$ cat src/hdl/urd_pkg.sv
// Types, codes, constants and lookup functions of the ultrasonic range display.
// No dependencies; used by every module of the block.
package urd_pkg;

  // Default parameter values
  localparam int NUM_DIGITS_DEF = 4;
  localparam int LOCKOUT_MS_DEF = 200;

  // Field widths
  localparam int REQ_W     = 2;
  localparam int ECHO_W    = 16;
  localparam int CM_W      = 14;
  localparam int SCALE_W   = 11;
  localparam int PROD_W    = ECHO_W + SCALE_W;
  localparam int CMP_W     = CM_W + 16;
  localparam int SEG_W     = 7;
  localparam int DSEL_W    = 4;
  localparam int LED_W     = 3;
  localparam int ZONE_W    = 2;
  localparam int HZ_W      = 10;
  localparam int DIGIT_W   = 4;
  localparam int LOCK_W    = 8;
  localparam int CFG_IDX_W = 2;

  // Decimal digits a saturated distance can have
  localparam int MEAS_DIGITS = 4;

  // Q16 scale: cm = echo_us * 1129 >> 16
  localparam logic [SCALE_W-1:0] CM_SCALE_Q16 = 11'd1129;
  localparam logic [CM_W-1:0]    MAX_CM       = 14'd9999;
  localparam logic [LOCK_W-1:0]  LOCK_SAT     = 8'd255;

  // Exact reciprocals for values below 16384
  localparam logic [15:0] RECIP10   = 16'd52429;  // >> 19
  localparam logic [15:0] RECIP100  = 16'd5243;   // >> 19
  localparam logic [15:0] RECIP1000 = 16'd8389;   // >> 23

  // Threshold reset values
  localparam logic [CM_W-1:0] FAR_RST  = 14'd60;
  localparam logic [CM_W-1:0] MID_RST  = 14'd30;
  localparam logic [CM_W-1:0] NEAR_RST = 14'd15;

  // Request codes
  localparam logic [REQ_W-1:0] REQ_MEASURE = 2'd0;
  localparam logic [REQ_W-1:0] REQ_SCAN    = 2'd1;
  localparam logic [REQ_W-1:0] REQ_BUTTON  = 2'd2;
  localparam logic [REQ_W-1:0] REQ_MS_TICK = 2'd3;

  // Configuration register indexes
  localparam logic [CFG_IDX_W-1:0] CFG_FAR  = 2'd0;
  localparam logic [CFG_IDX_W-1:0] CFG_MID  = 2'd1;
  localparam logic [CFG_IDX_W-1:0] CFG_NEAR = 2'd2;

  // Zone codes
  localparam logic [ZONE_W-1:0] ZONE_FAR  = 2'd0;
  localparam logic [ZONE_W-1:0] ZONE_MID  = 2'd1;
  localparam logic [ZONE_W-1:0] ZONE_NEAR = 2'd2;
  localparam logic [ZONE_W-1:0] ZONE_CRIT = 2'd3;

  // LED line codes
  localparam logic [LED_W-1:0] LED_GREEN  = 3'b001;
  localparam logic [LED_W-1:0] LED_YELLOW = 3'b010;
  localparam logic [LED_W-1:0] LED_RED    = 3'b100;

  localparam logic [SEG_W-1:0] SEG_BLANK_N = 7'h7F;

  typedef struct packed {
    logic [REQ_W-1:0]  req_type;
    logic [ECHO_W-1:0] echo_us;
  } in_item_t;

  typedef struct packed {
    logic [SEG_W-1:0]  segments_n;
    logic [DSEL_W-1:0] digit_enable;
    logic [LED_W-1:0]  led_lines;
    logic [ZONE_W-1:0] zone;
    logic              tone_start;
    logic [HZ_W-1:0]   tone_hz;
    logic [CM_W-1:0]   distance_cm;
    logic              enabled;
  } out_item_t;

  // Converted measurement; digits[0] is the units digit
  typedef struct packed {
    logic [CM_W-1:0]                         cm;
    logic [ZONE_W-1:0]                       zone;
    logic [MEAS_DIGITS-1:0][DIGIT_W-1:0]     digits;
  } meas_t;

  // Active-low segments a..g for one digit, blank above nine
  function automatic logic [SEG_W-1:0] seg_n(input logic [DIGIT_W-1:0] d);
    logic [SEG_W-1:0] on;
    unique case (d)
      4'd0:    on = 7'h3F;
      4'd1:    on = 7'h06;
      4'd2:    on = 7'h5B;
      4'd3:    on = 7'h4F;
      4'd4:    on = 7'h66;
      4'd5:    on = 7'h6D;
      4'd6:    on = 7'h7D;
      4'd7:    on = 7'h07;
      4'd8:    on = 7'h7F;
      4'd9:    on = 7'h6F;
      default: on = 7'h00;
    endcase
    return ~on;
  endfunction

  function automatic logic [HZ_W-1:0] zone_tone(input logic [ZONE_W-1:0] z);
    logic [HZ_W-1:0] hz;
    unique case (z)
      ZONE_FAR:  hz = 10'd150;
      ZONE_MID:  hz = 10'd300;
      ZONE_NEAR: hz = 10'd400;
      default:   hz = 10'd523;
    endcase
    return hz;
  endfunction

  function automatic logic [LED_W-1:0] zone_led(input logic [ZONE_W-1:0] z);
    logic [LED_W-1:0] led;
    unique case (z)
      ZONE_FAR: led = LED_GREEN;
      ZONE_MID: led = LED_YELLOW;
      default:  led = LED_RED;
    endcase
    return led;
  endfunction

endpackage

$ cat src/hdl/urd_scale.sv
// Measurement conversion: registered Q16 product to saturated cm, zone, digits.
// Depends on urd_pkg.
module urd_scale (
  input  logic [urd_pkg::PROD_W-1:0] prod,
  input  logic [urd_pkg::CM_W-1:0]   far_thr,
  input  logic [urd_pkg::CM_W-1:0]   mid_thr,
  input  logic [urd_pkg::CM_W-1:0]   near_thr,
  output urd_pkg::meas_t             meas
);

  logic [urd_pkg::PROD_W-16-1:0] cm_raw;
  logic [urd_pkg::CM_W-1:0]      cm;
  logic [urd_pkg::CMP_W-1:0]     prod_x;
  logic [29:0]                   m10, m100, m1000;
  logic [10:0]                   q1;
  logic [10:0]                   q2;
  logic [6:0]                    q3;

  // Truncate to whole centimetres and saturate
  assign cm_raw = prod[urd_pkg::PROD_W-1:16];
  always_comb begin
    if (urd_pkg::CM_W'(cm_raw) > urd_pkg::MAX_CM) begin
      cm = urd_pkg::MAX_CM;
    end else begin
      cm = urd_pkg::CM_W'(cm_raw);
    end
  end

  // Classify the full-precision product, strictly greater than
  assign prod_x = urd_pkg::CMP_W'(prod);
  always_comb begin
    priority if (prod_x > {far_thr, 16'b0}) begin
      meas.zone = urd_pkg::ZONE_FAR;
    end else if (prod_x > {mid_thr, 16'b0}) begin
      meas.zone = urd_pkg::ZONE_MID;
    end else if (prod_x > {near_thr, 16'b0}) begin
      meas.zone = urd_pkg::ZONE_NEAR;
    end else begin
      meas.zone = urd_pkg::ZONE_CRIT;
    end
  end

  // Quotients by 10, 100, 1000 through reciprocal multiplies
  assign m10   = 30'(cm) * 30'(urd_pkg::RECIP10);
  assign m100  = 30'(cm) * 30'(urd_pkg::RECIP100);
  assign m1000 = 30'(cm) * 30'(urd_pkg::RECIP1000);
  assign q1    = m10[29:19];
  assign q2    = m100[29:19];
  assign q3    = m1000[29:23];

  // Remainders: value minus ten times the next quotient (shift-add)
  assign meas.cm        = cm;
  assign meas.digits[0] = urd_pkg::DIGIT_W'(cm - (urd_pkg::CM_W'({q1, 3'b0})
                                               + urd_pkg::CM_W'({q1, 1'b0})));
  assign meas.digits[1] = urd_pkg::DIGIT_W'(q1 - (11'({q2, 3'b0}) + 11'({q2, 1'b0})));
  assign meas.digits[2] = urd_pkg::DIGIT_W'(q2 - (11'({q3, 3'b0}) + 11'({q3, 1'b0})));
  assign meas.digits[3] = urd_pkg::DIGIT_W'(q3);

endmodule

$ cat src/hdl/urd_seg.sv
// Display driver for one scan step: segment pattern and one-hot digit select.
// Depends on urd_pkg.
module urd_seg #(
  parameter int NUM_DIGITS = urd_pkg::NUM_DIGITS_DEF,
  parameter int POS_W      = (NUM_DIGITS > 1) ? $clog2(NUM_DIGITS) : 1
) (
  input  logic [NUM_DIGITS-1:0][urd_pkg::DIGIT_W-1:0] digits,
  input  logic [POS_W-1:0]                            pos,
  output logic [urd_pkg::SEG_W-1:0]                   segments_n,
  output logic [urd_pkg::DSEL_W-1:0]                  digit_enable
);

  // Look up the stored digit at the scan position
  assign segments_n = urd_pkg::seg_n(digits[pos]);

  // Select only the first four digit lines
  always_comb begin
    for (int k = 0; k < urd_pkg::DSEL_W; k++) begin
      digit_enable[k] = (32'(pos) == k);
    end
  end

endmodule

$ cat src/hdl/ultrasonic_range_display.sv
// Ultrasonic range display, top level.
// Each item passes through the input, product and result registers before its result is valid.
// Throughput: one item per cycle unless the output stalls; state commits as each item enters the result register.
// Stalls propagate back through the three stages by their valid bits.
// Reset (rst_n low, synchronous) empties the pipeline and restores thresholds 60/30/15,
// digits 0, scan position 0, enable 1, lockout 255, zone far and distance 0.
module ultrasonic_range_display #(
  parameter int NUM_DIGITS = urd_pkg::NUM_DIGITS_DEF,
  parameter int LOCKOUT_MS = urd_pkg::LOCKOUT_MS_DEF
) (
  input  logic                          clk,
  input  logic                          rst_n,
  input  logic                          in_valid,
  output logic                          in_ready,
  input  urd_pkg::in_item_t             in_data,
  output logic                          out_valid,
  input  logic                          out_ready,
  output urd_pkg::out_item_t            out_data,
  input  logic                          cfg_valid,
  output logic                          cfg_ready,
  input  logic [urd_pkg::CFG_IDX_W-1:0] cfg_index,
  input  logic [urd_pkg::CM_W-1:0]      cfg_data
);

  localparam int POS_W = (NUM_DIGITS > 1) ? $clog2(NUM_DIGITS) : 1;

  // Pipeline registers
  logic                          v1_r, v2_r, out_valid_r;
  urd_pkg::in_item_t             in_r;
  logic [urd_pkg::REQ_W-1:0]     req2_r;
  logic [urd_pkg::PROD_W-1:0]    prod2_r;
  urd_pkg::out_item_t            out_r, out_nxt;
  logic                          out_adv, s2_free, adv1, adv2;

  // Configuration registers
  logic [urd_pkg::CM_W-1:0]      far_thr_r, mid_thr_r, near_thr_r;

  // Block state
  logic [NUM_DIGITS-1:0][urd_pkg::DIGIT_W-1:0] digit_r, digit_nxt, store_val;
  logic [POS_W-1:0]              pos_r, pos_nxt;
  logic                          enable_r, enable_nxt;
  logic [urd_pkg::LOCK_W-1:0]    lock_r, lock_nxt;
  logic [urd_pkg::ZONE_W-1:0]    zone_r, zone_nxt;
  logic [urd_pkg::CM_W-1:0]      dist_r, dist_nxt;

  urd_pkg::meas_t                meas;
  logic [urd_pkg::SEG_W-1:0]     scan_seg_n;
  logic [urd_pkg::DSEL_W-1:0]    scan_dsel;

  // Handshake chain
  assign out_adv   = !out_valid_r || out_ready;
  assign adv2      = v2_r && out_adv;
  assign s2_free   = !v2_r || out_adv;
  assign adv1      = v1_r && s2_free;
  assign in_ready  = !v1_r || s2_free;
  assign cfg_ready = 1'b1;
  assign out_valid = out_valid_r;
  assign out_data  = out_r;

  // Valid bits
  always_ff @(posedge clk) begin
    if (!rst_n) begin
      v1_r        <= 1'b0;
      v2_r        <= 1'b0;
      out_valid_r <= 1'b0;
    end else begin
      if (in_ready) begin
        v1_r <= in_valid;
      end
      if (s2_free) begin
        v2_r <= v1_r;
      end
      if (out_adv) begin
        out_valid_r <= v2_r;
      end
    end
  end

  // Payload stages: capture, scale the echo, then register the result
  always_ff @(posedge clk) begin
    if (in_valid && in_ready) begin
      in_r <= in_data;
    end
    if (adv1) begin
      req2_r  <= in_r.req_type;
      prod2_r <= urd_pkg::PROD_W'(in_r.echo_us) * urd_pkg::PROD_W'(urd_pkg::CM_SCALE_Q16);
    end
    if (adv2) begin
      out_r <= out_nxt;
    end
  end

  // Threshold writes
  always_ff @(posedge clk) begin
    if (!rst_n) begin
      far_thr_r  <= urd_pkg::FAR_RST;
      mid_thr_r  <= urd_pkg::MID_RST;
      near_thr_r <= urd_pkg::NEAR_RST;
    end else if (cfg_valid && cfg_ready) begin
      unique case (cfg_index)
        urd_pkg::CFG_FAR:  far_thr_r  <= cfg_data;
        urd_pkg::CFG_MID:  mid_thr_r  <= cfg_data;
        urd_pkg::CFG_NEAR: near_thr_r <= cfg_data;
        default: ;
      endcase
    end
  end

  urd_scale u_scale (
    .prod     (prod2_r),
    .far_thr  (far_thr_r),
    .mid_thr  (mid_thr_r),
    .near_thr (near_thr_r),
    .meas     (meas)
  );

  urd_seg #(
    .NUM_DIGITS (NUM_DIGITS),
    .POS_W      (POS_W)
  ) u_seg (
    .digits       (digit_r),
    .pos          (pos_r),
    .segments_n   (scan_seg_n),
    .digit_enable (scan_dsel)
  );

  // Map decimal digits onto display positions, leftmost first
  for (genvar p = 0; p < NUM_DIGITS; p++) begin : g_store
    if (NUM_DIGITS - 1 - p < urd_pkg::MEAS_DIGITS) begin : g_dig
      assign store_val[p] = meas.digits[NUM_DIGITS - 1 - p];
    end else begin : g_zero
      assign store_val[p] = '0;
    end
  end

  // Commit one request to state and build its result
  always_comb begin
    digit_nxt  = digit_r;
    pos_nxt    = pos_r;
    enable_nxt = enable_r;
    lock_nxt   = lock_r;
    zone_nxt   = zone_r;
    dist_nxt   = dist_r;

    out_nxt.segments_n   = urd_pkg::SEG_BLANK_N;
    out_nxt.digit_enable = '0;
    out_nxt.tone_start   = 1'b0;

    unique case (req2_r)
      urd_pkg::REQ_MEASURE: begin
        if (enable_r) begin
          digit_nxt          = store_val;
          zone_nxt           = meas.zone;
          dist_nxt           = meas.cm;
          out_nxt.tone_start = 1'b1;
        end
      end
      urd_pkg::REQ_SCAN: begin
        out_nxt.segments_n   = scan_seg_n;
        out_nxt.digit_enable = scan_dsel;
        pos_nxt = (pos_r == POS_W'(NUM_DIGITS - 1)) ? '0 : pos_r + 1'b1;
      end
      urd_pkg::REQ_BUTTON: begin
        if (lock_r > urd_pkg::LOCK_W'(LOCKOUT_MS)) begin
          enable_nxt = !enable_r;
          lock_nxt   = '0;
        end
      end
      default: begin
        if (lock_r != urd_pkg::LOCK_SAT) begin
          lock_nxt = lock_r + 1'b1;
        end
      end
    endcase

    out_nxt.tone_hz     = out_nxt.tone_start ? urd_pkg::zone_tone(zone_nxt) : '0;
    out_nxt.led_lines   = urd_pkg::zone_led(zone_nxt);
    out_nxt.zone        = zone_nxt;
    out_nxt.distance_cm = dist_nxt;
    out_nxt.enabled     = enable_nxt;
  end

  // State registers advance as a result is produced
  always_ff @(posedge clk) begin
    if (!rst_n) begin
      digit_r  <= '0;
      pos_r    <= '0;
      enable_r <= 1'b1;
      lock_r   <= urd_pkg::LOCK_SAT;
      zone_r   <= urd_pkg::ZONE_FAR;
      dist_r   <= '0;
    end else if (adv2) begin
      digit_r  <= digit_nxt;
      pos_r    <= pos_nxt;
      enable_r <= enable_nxt;
      lock_r   <= lock_nxt;
      zone_r   <= zone_nxt;
      dist_r   <= dist_nxt;
    end
  end

endmodule

$ cat config.mk
export PLATFORM = sky130hd
export DESIGN_NAME = ultrasonic_range_display
export DESIGN_NICKNAME = d
export VERILOG_FILES = /design/src/hdl/urd_pkg.sv /design/src/hdl/urd_scale.sv /design/src/hdl/urd_seg.sv /design/src/hdl/ultrasonic_range_display.sv
export SDC_FILE = /design/constraint.sdc
export NUM_CORES = 1
export LEC_CHECK = 0
export BUFFER_PORTS_ARGS = -buffer_cell sky130_fd_sc_hd__buf_2
export CORE_UTILIZATION = 40
export DETAILED_ROUTE_END_ITERATION = 10
export PLACE_DENSITY_LB_ADDON = 0.1
export SLEW_MARGIN = 15
export SYNTH_ARGS = -nofsm -noshare
export SYNTH_HDL_FRONTEND = slang
export SYNTH_SLANG_ARGS = --single-unit
$ cat constraint.sdc
create_clock -name clk -period 7.3 [get_ports clk]
set_clock_uncertainty 0.15 [all_clocks]
set_input_delay 0.365 -clock clk [delete_from_list [all_inputs] [get_ports clk]]
set_output_delay 0.365 -clock clk [all_outputs]
set_load 0.1 [all_outputs]
==> reports/summary.txt, run 1 <==
Status: finished, final reports clean
Critical path launch point type: flop
Crit path required time: 7.52 ns
WL per Instance: 16.4 µm
Initial detailed-routing violation count: 447
#FFs+latches synth: 172
Sequential share of the synthesized area: 0.261
Initial Util: 0.405
Drt drc: 0
Most common cell after layout, fill and taps aside: ha_1
Vias per std cell: 4.88
Count of final hold-check violations: 0
TritonCTS Buffers: 17
Layout cell share with drive strength beyond 1: 0.0854
Critical path data arrival time: 6.74 ns
Setup_tns: 0 ns
Yosys warnings: 0
Worst-case clock buffer depth: 2
Clock-pin slew of the registers on the worst-case setup and hold paths: 0.07 ns
Worst-Margin Slew: 0.773 ns
Routed WL: 38200 µm
Root Buffer: clkbuf_16
Num ports: 84
RSZ-0062 raised after global routing: false
Crit path kind: flop to flop
CTS H-tree depth: 4
First-pass GRT wire length: 61700 µm
GRT Total Usage: 0.193
Most frequent cells in the layout: ha_1, inv_1, nand2_1
Synth Flop Type: edfxtp_1
Top post-synthesis cells by area: ha_1, edfxtp_1, fa_1
CTS tree: yes
Max Freq: 153 MHz
Routability-driven placement congestion ratio: 0.879
Die H: 205 µm
Period utilization: 0.893
Post-CTS setup buffer count: 0
Crit-path max cell delay: 0.67 ns
Critical path capture point type: flop
Layout area overhead: 11.6%
Dpl hpwl: 30700 µm
Max_slew headroom: 0.484
Vias in the first global route: 11500
Synth area leader: ha_1
Grt total ovfl: 0
Via Count: 11400
# Max-Cap Violations: 0
Post-synth ARST share: 0
Initial antenna violation count: 0
Syn avg cell area: 9.83 µm²
Gate count after technology mapping: 1678
FP Rows: 74
Clk_lat worst skew: 0.45 ns
Layout Nets: 2316
Pins Over Slew Limit: 0
Min Tclk post-route: 6.52 ns
DIE AREA: 42100 µm²
Synth cell types: 66
Routed Antenna Nets: 0
Ant. Diodes: 0
Pin count of the biggest net entering global routing: 62
Final-report setup violation count: 0
I/O Buffers: 81
Top-area cell type share of the netlist area: 0.272
Syn nets: 2204
Slowest stage cell, crit path: edfxtp_1
Core box area: 40700 µm²
Max FO, Critical Path: 10
Die width: 205 µm
Synthesized area: 16500 µm²
First drt pass iteration count: 4
EDFF count, synth: 86
CTS sink cnt: 172
Hold Path Class: input pin to flop
## final timing paths
| check | start | end | slack [ns] | cells after the start |
|---|---|---|---|---|
| max | prod2_r[18] | digit_r[11] | 0.78 | 25 |
| min | cfg_data[2] | near_thr_r[2] | 0.03 | 3 |
| max reg2reg | prod2_r[18] | digit_r[11] | 0.78 | 25 |
| min reg2reg | in_r[16] | req2_r[0] | 0.29 | 0 |
## through the flow
step                      utilization  hold slack, ns  std cells  instance area (µm²)  setup slack, ns
after floorplan                     -           0.250       1678                16500             1.03
after global placement          0.431           0.256       2277                17600            0.916
after detailed placement        0.431           0.270       2277                17600            0.787
after CTS                       0.452         0.00137       2335                18400            0.744
after global routing            0.452          0.0151       2335                18400            0.446
final                           0.452          0.0252       2335                18400            0.779
## area by class of cell
class                      count  area (µm²)
tap                          532         666
inverter                     353        1330
clock buffer                  17         425
fill                        3968       22300
timing repair buffer         127         816
multi-input combinational   1119       10700
clock inverter                15         154
sequential                   172        4300
## flip-flops by register name (all words and copies together) (netlist names)
name / flops
digit_r: 14
dist_r: 14
enable_r: 1
far_thr_r: 14
in_r: 18
lock_r: 8
mid_thr_r: 14
near_thr_r: 14
out_data: 39
out_valid: 1
pos_r: 2
prod2_r: 27
req2_r: 2
v1_r: 1
v2_r: 1
zone_r: 2
## routing by layer
layer	part of all wire	up-vias	wire [µm]	global-route usage
li1	-	5785	-	-
met1	0.47	5456	18100	0.254
met2	0.48	123	18500	0.328
met3	0.030	28	1140	0.0317
met4	0.013	0	503	0.0474
met5	0	-	0	0
## critical path: cells and delay by family, from the launching register on
kind / cells / cell delay (ns)
flip-flops: 1 / 0.67
AND/OR/NAND/NOR: 2 / 0.14
buffers and inverters: 4 / 0.21
XOR/XNOR: 6 / 1.08
adder cells (fa/ha/maj): 8 / 3.19
AO/OA/AOI/OAI: 5 / 0.96
## synthesized netlist by cell type, types with 18 or more instances
library cell  number
nor2_1            58
xnor2_1           26
inv_1            352
fa_1             128
ha_1             359
dfxtp_1           86
o21ai_0           39
nand2_1          150
clkbuf_1          27
nor2b_1           18
xor2_1            19
edfxtp_1          86
nand3_1           28
a21oi_1           84
## timing repair
item	CTS	global route
hold buffers	26	0
endpoints found under the hold margin	37	0
resized for setup	0	0
## kinds of logic (layout without fill, tap and decap cells)
logic type,Yosys count,in the layout,synth area share
and+or+nand+nor,337,337,0.0945
other,2,2,0.000455
DFF,172,172,0.261
muxes,8,8,0.00637
AOI/OAI and AO/OA,237,237,0.0913
xor gates and xnor gates,48,48,0.0280
adders and majority gates,487,487,0.428
buffers and inverters,387,512,0.0908
Power of run 1 is not shown: default switching activity piles up to over one toggle a cycle in this logic, so the estimate is an artifact.
==> inputs of run 2 (changes only) <==
==> constraint.sdc (replaced) <==
create_clock -name clk -period 6.75 [get_ports clk]
set_clock_uncertainty 0.15 [all_clocks]
set_input_delay 0.3375 -clock clk [delete_from_list [all_inputs] [get_ports clk]]
set_output_delay 0.3375 -clock clk [all_outputs]
set_load 0.1 [all_outputs]
==> reports/summary.txt, run 2 (synthesis results as in run 1) <==
Final-report setup violation count: 0 (unchanged)
Multi-input gate area: 10700 µm² (unchanged)
Grt total ovfl: 0 (unchanged)
Max FO, Critical Path: 9 (-1)
WL per Instance: 16.2 µm (-1.4%)
Num ports: 84 (unchanged)
Clk_lat worst skew: 0.46 ns (about the same)
Initial detailed-routing violation count: 426 (-4.7%)
Reg2Reg Capture Point: digit_r[11]
Pins Over Slew Limit: 0 (unchanged)
Count of final hold-check violations: 0 (unchanged)
Crit path required time: 6.99 ns (-0.53 ns)
Period utilization: 0.936 (+0.0427)
Fill cells: 3988 (+0.50%)
Vias per std cell: 4.85 (-0.61%)
Layout cell share with drive strength beyond 1: 0.0921 (+0.00669)
R2R Path Start: prod2_r[24]
Max FFs per register: 39 (unchanged)
Most frequent cells in the layout: ha_1, inv_1, nand2_1
Die H: 205 µm (unchanged)
Setup_tns: 0 ns (unchanged)
RSZ-0062 raised after global routing: false
Most common cell after layout, fill and taps aside: ha_1
# Max-Cap Violations: 0 (unchanged)
Critical path data arrival time: 6.56 ns (-0.18 ns)
Die width: 205 µm (unchanged)
Max Freq: 158 MHz (+3.2%)
Hold Path Class: input pin to flop
Root Buffer: clkbuf_16
Dpl cells: 2286 (+0.40%)
Layout Nets: 2337 (+0.91%)
First drt pass iteration count: 5 (+1)
CTS H-tree depth: 4 (unchanged)
Via Count: 11400 (+0.28%)
CTS sink cnt: 172 (unchanged)
Core box area: 40700 µm² (unchanged)
Worst Hold Depth: 4 (+1)
First-pass GRT wire length: 61900 µm (+0.38%)
Pin count of the biggest net entering global routing: 62 (unchanged)
CTS tree: yes
Dpl cell area: 17600 µm² (+0.38%)
Non-Filler Instances: 2356 (+0.90%)
Critical path capture point type: flop
Register area: 4300 µm² (unchanged)
Critical path launch point: prod2_r[24]
Routed Antenna Nets: 0 (unchanged)
Max_slew headroom: 0.439 (-0.0458)
Vias in the first global route: 11900 (+3.3%)
Flop2flop setup slack: 0.43 ns (-0.35 ns)
Drt drc: 0 (unchanged)
Crit path kind: flop to flop
TritonCTS Buffers: 17 (unchanged)
Ant. Diodes: 0 (unchanged)
Min Tclk post-route: 6.32 ns (-0.203 ns)
Clock-pin slew of the registers on the worst-case setup and hold paths: 0.07 ns (about the same)
Worst-Margin Slew: 0.840 ns (+0.0669 ns)
Layout area overhead: 12.9%
Post-CTS sizing: 0 (unchanged)
I/O Buffers: 81 (unchanged)
Routed WL: 38100 µm (-0.51%)
Dpl hpwl: 30900 µm (+0.68%)
Routability-driven placement congestion ratio: 0.883 (+0.55%)
CP Capture Point: digit_r[11]
Initial Util: 0.405 (unchanged)
Initial antenna violation count: 0 (unchanged)
Status: finished, final reports clean
FP Rows: 74 (unchanged)
Critical path launch point type: flop
DIE AREA: 42100 µm² (unchanged)
Worst Reg-to-Reg Cells: 26 (+4.0%)
Final instance area: 18600 µm² (+1.2%)
GRT Total Usage: 0.192 (-0.000407)
Worst-case clock buffer depth: 2 (unchanged)
[run 2: cell type report]
class	instances	share of cell area
repair buffers	148	0.0532
flip-flops and latches	172	0.231
inverters	353	0.0711
well taps	532	0.0357
multi-input cells	1119	0.575
clock inverters	11	0.00557
clock buffers	21	0.0282
[run 2: worst max-delay path, cell delays in order, from the launching register on]
cell and delay [ns]:
edfxtp_1 0.62, buf_4 0.28, fa_1 0.42, ha_1 0.29
inv_1 0.04, fa_1 0.47, inv_1 0.05, fa_1 0.52
inv_1 0.05, fa_1 0.54, inv_1 0.04, ha_1 0.30
a21oi_1 0.15, o21ai_1 0.08, a31oi_2 0.19, a21boi_1 0.15
a21oi_1 0.19, xor2_1 0.29, inv_1 0.08, ha_1 0.20
xnor2_1 0.13, xnor2_1 0.18, xnor2_1 0.15, xnor3_1 0.25
xnor3_1 0.21, nand2_1 0.06, a21oi_2 0.14
[run 2: worst min path at each step]
stage,start,to,slack (ns)
2_1_floorplan,in_r[16],req2_r[0],0.25
3_3_place_gp,in_r[16],req2_r[0],0.25
3_5_place_dp,in_r[16],req2_r[0],0.26
4_1_cts,out_ready,out_valid,0.09
5_1_grt,out_ready,out_valid,0.13
6_report,out_ready,out_valid,0.12
[run 2: metrics by stage]
| step | worst slack [ns] | hold WS [ns] | utilization |
|---|---|---|---|
| 2_1_floorplan | 0.482 | 0.250 | - |
| 3_3_place_gp | 0.449 | 0.255 | 0.433 |
| 6_report | 0.433 | 0.125 | 0.457 |
| 3_5_place_dp | 0.339 | 0.257 | 0.433 |
| 4_1_cts | 0.332 | 0.0886 | 0.456 |
| 5_1_grt | 0.0184 | 0.130 | 0.457 |
[run 2: timing repair]
action | 4_1_cts | 5_1_grt
hold buffers | 33 | 0
endpoints found under the setup margin | 0 | 1
hold endpoints to repair | 60 | 0
setup buffers | 0 | 5
[run 2: layer usage]
metal,part of all wire,track usage,routed length (µm)
met1,0.48,0.248,18100
met2,0.48,0.330,18400
met3,0.027,0.0312,1030
met4,0.015,0.0545,559
met5,0,0,0
Power of run 2 is left out for the same reason.
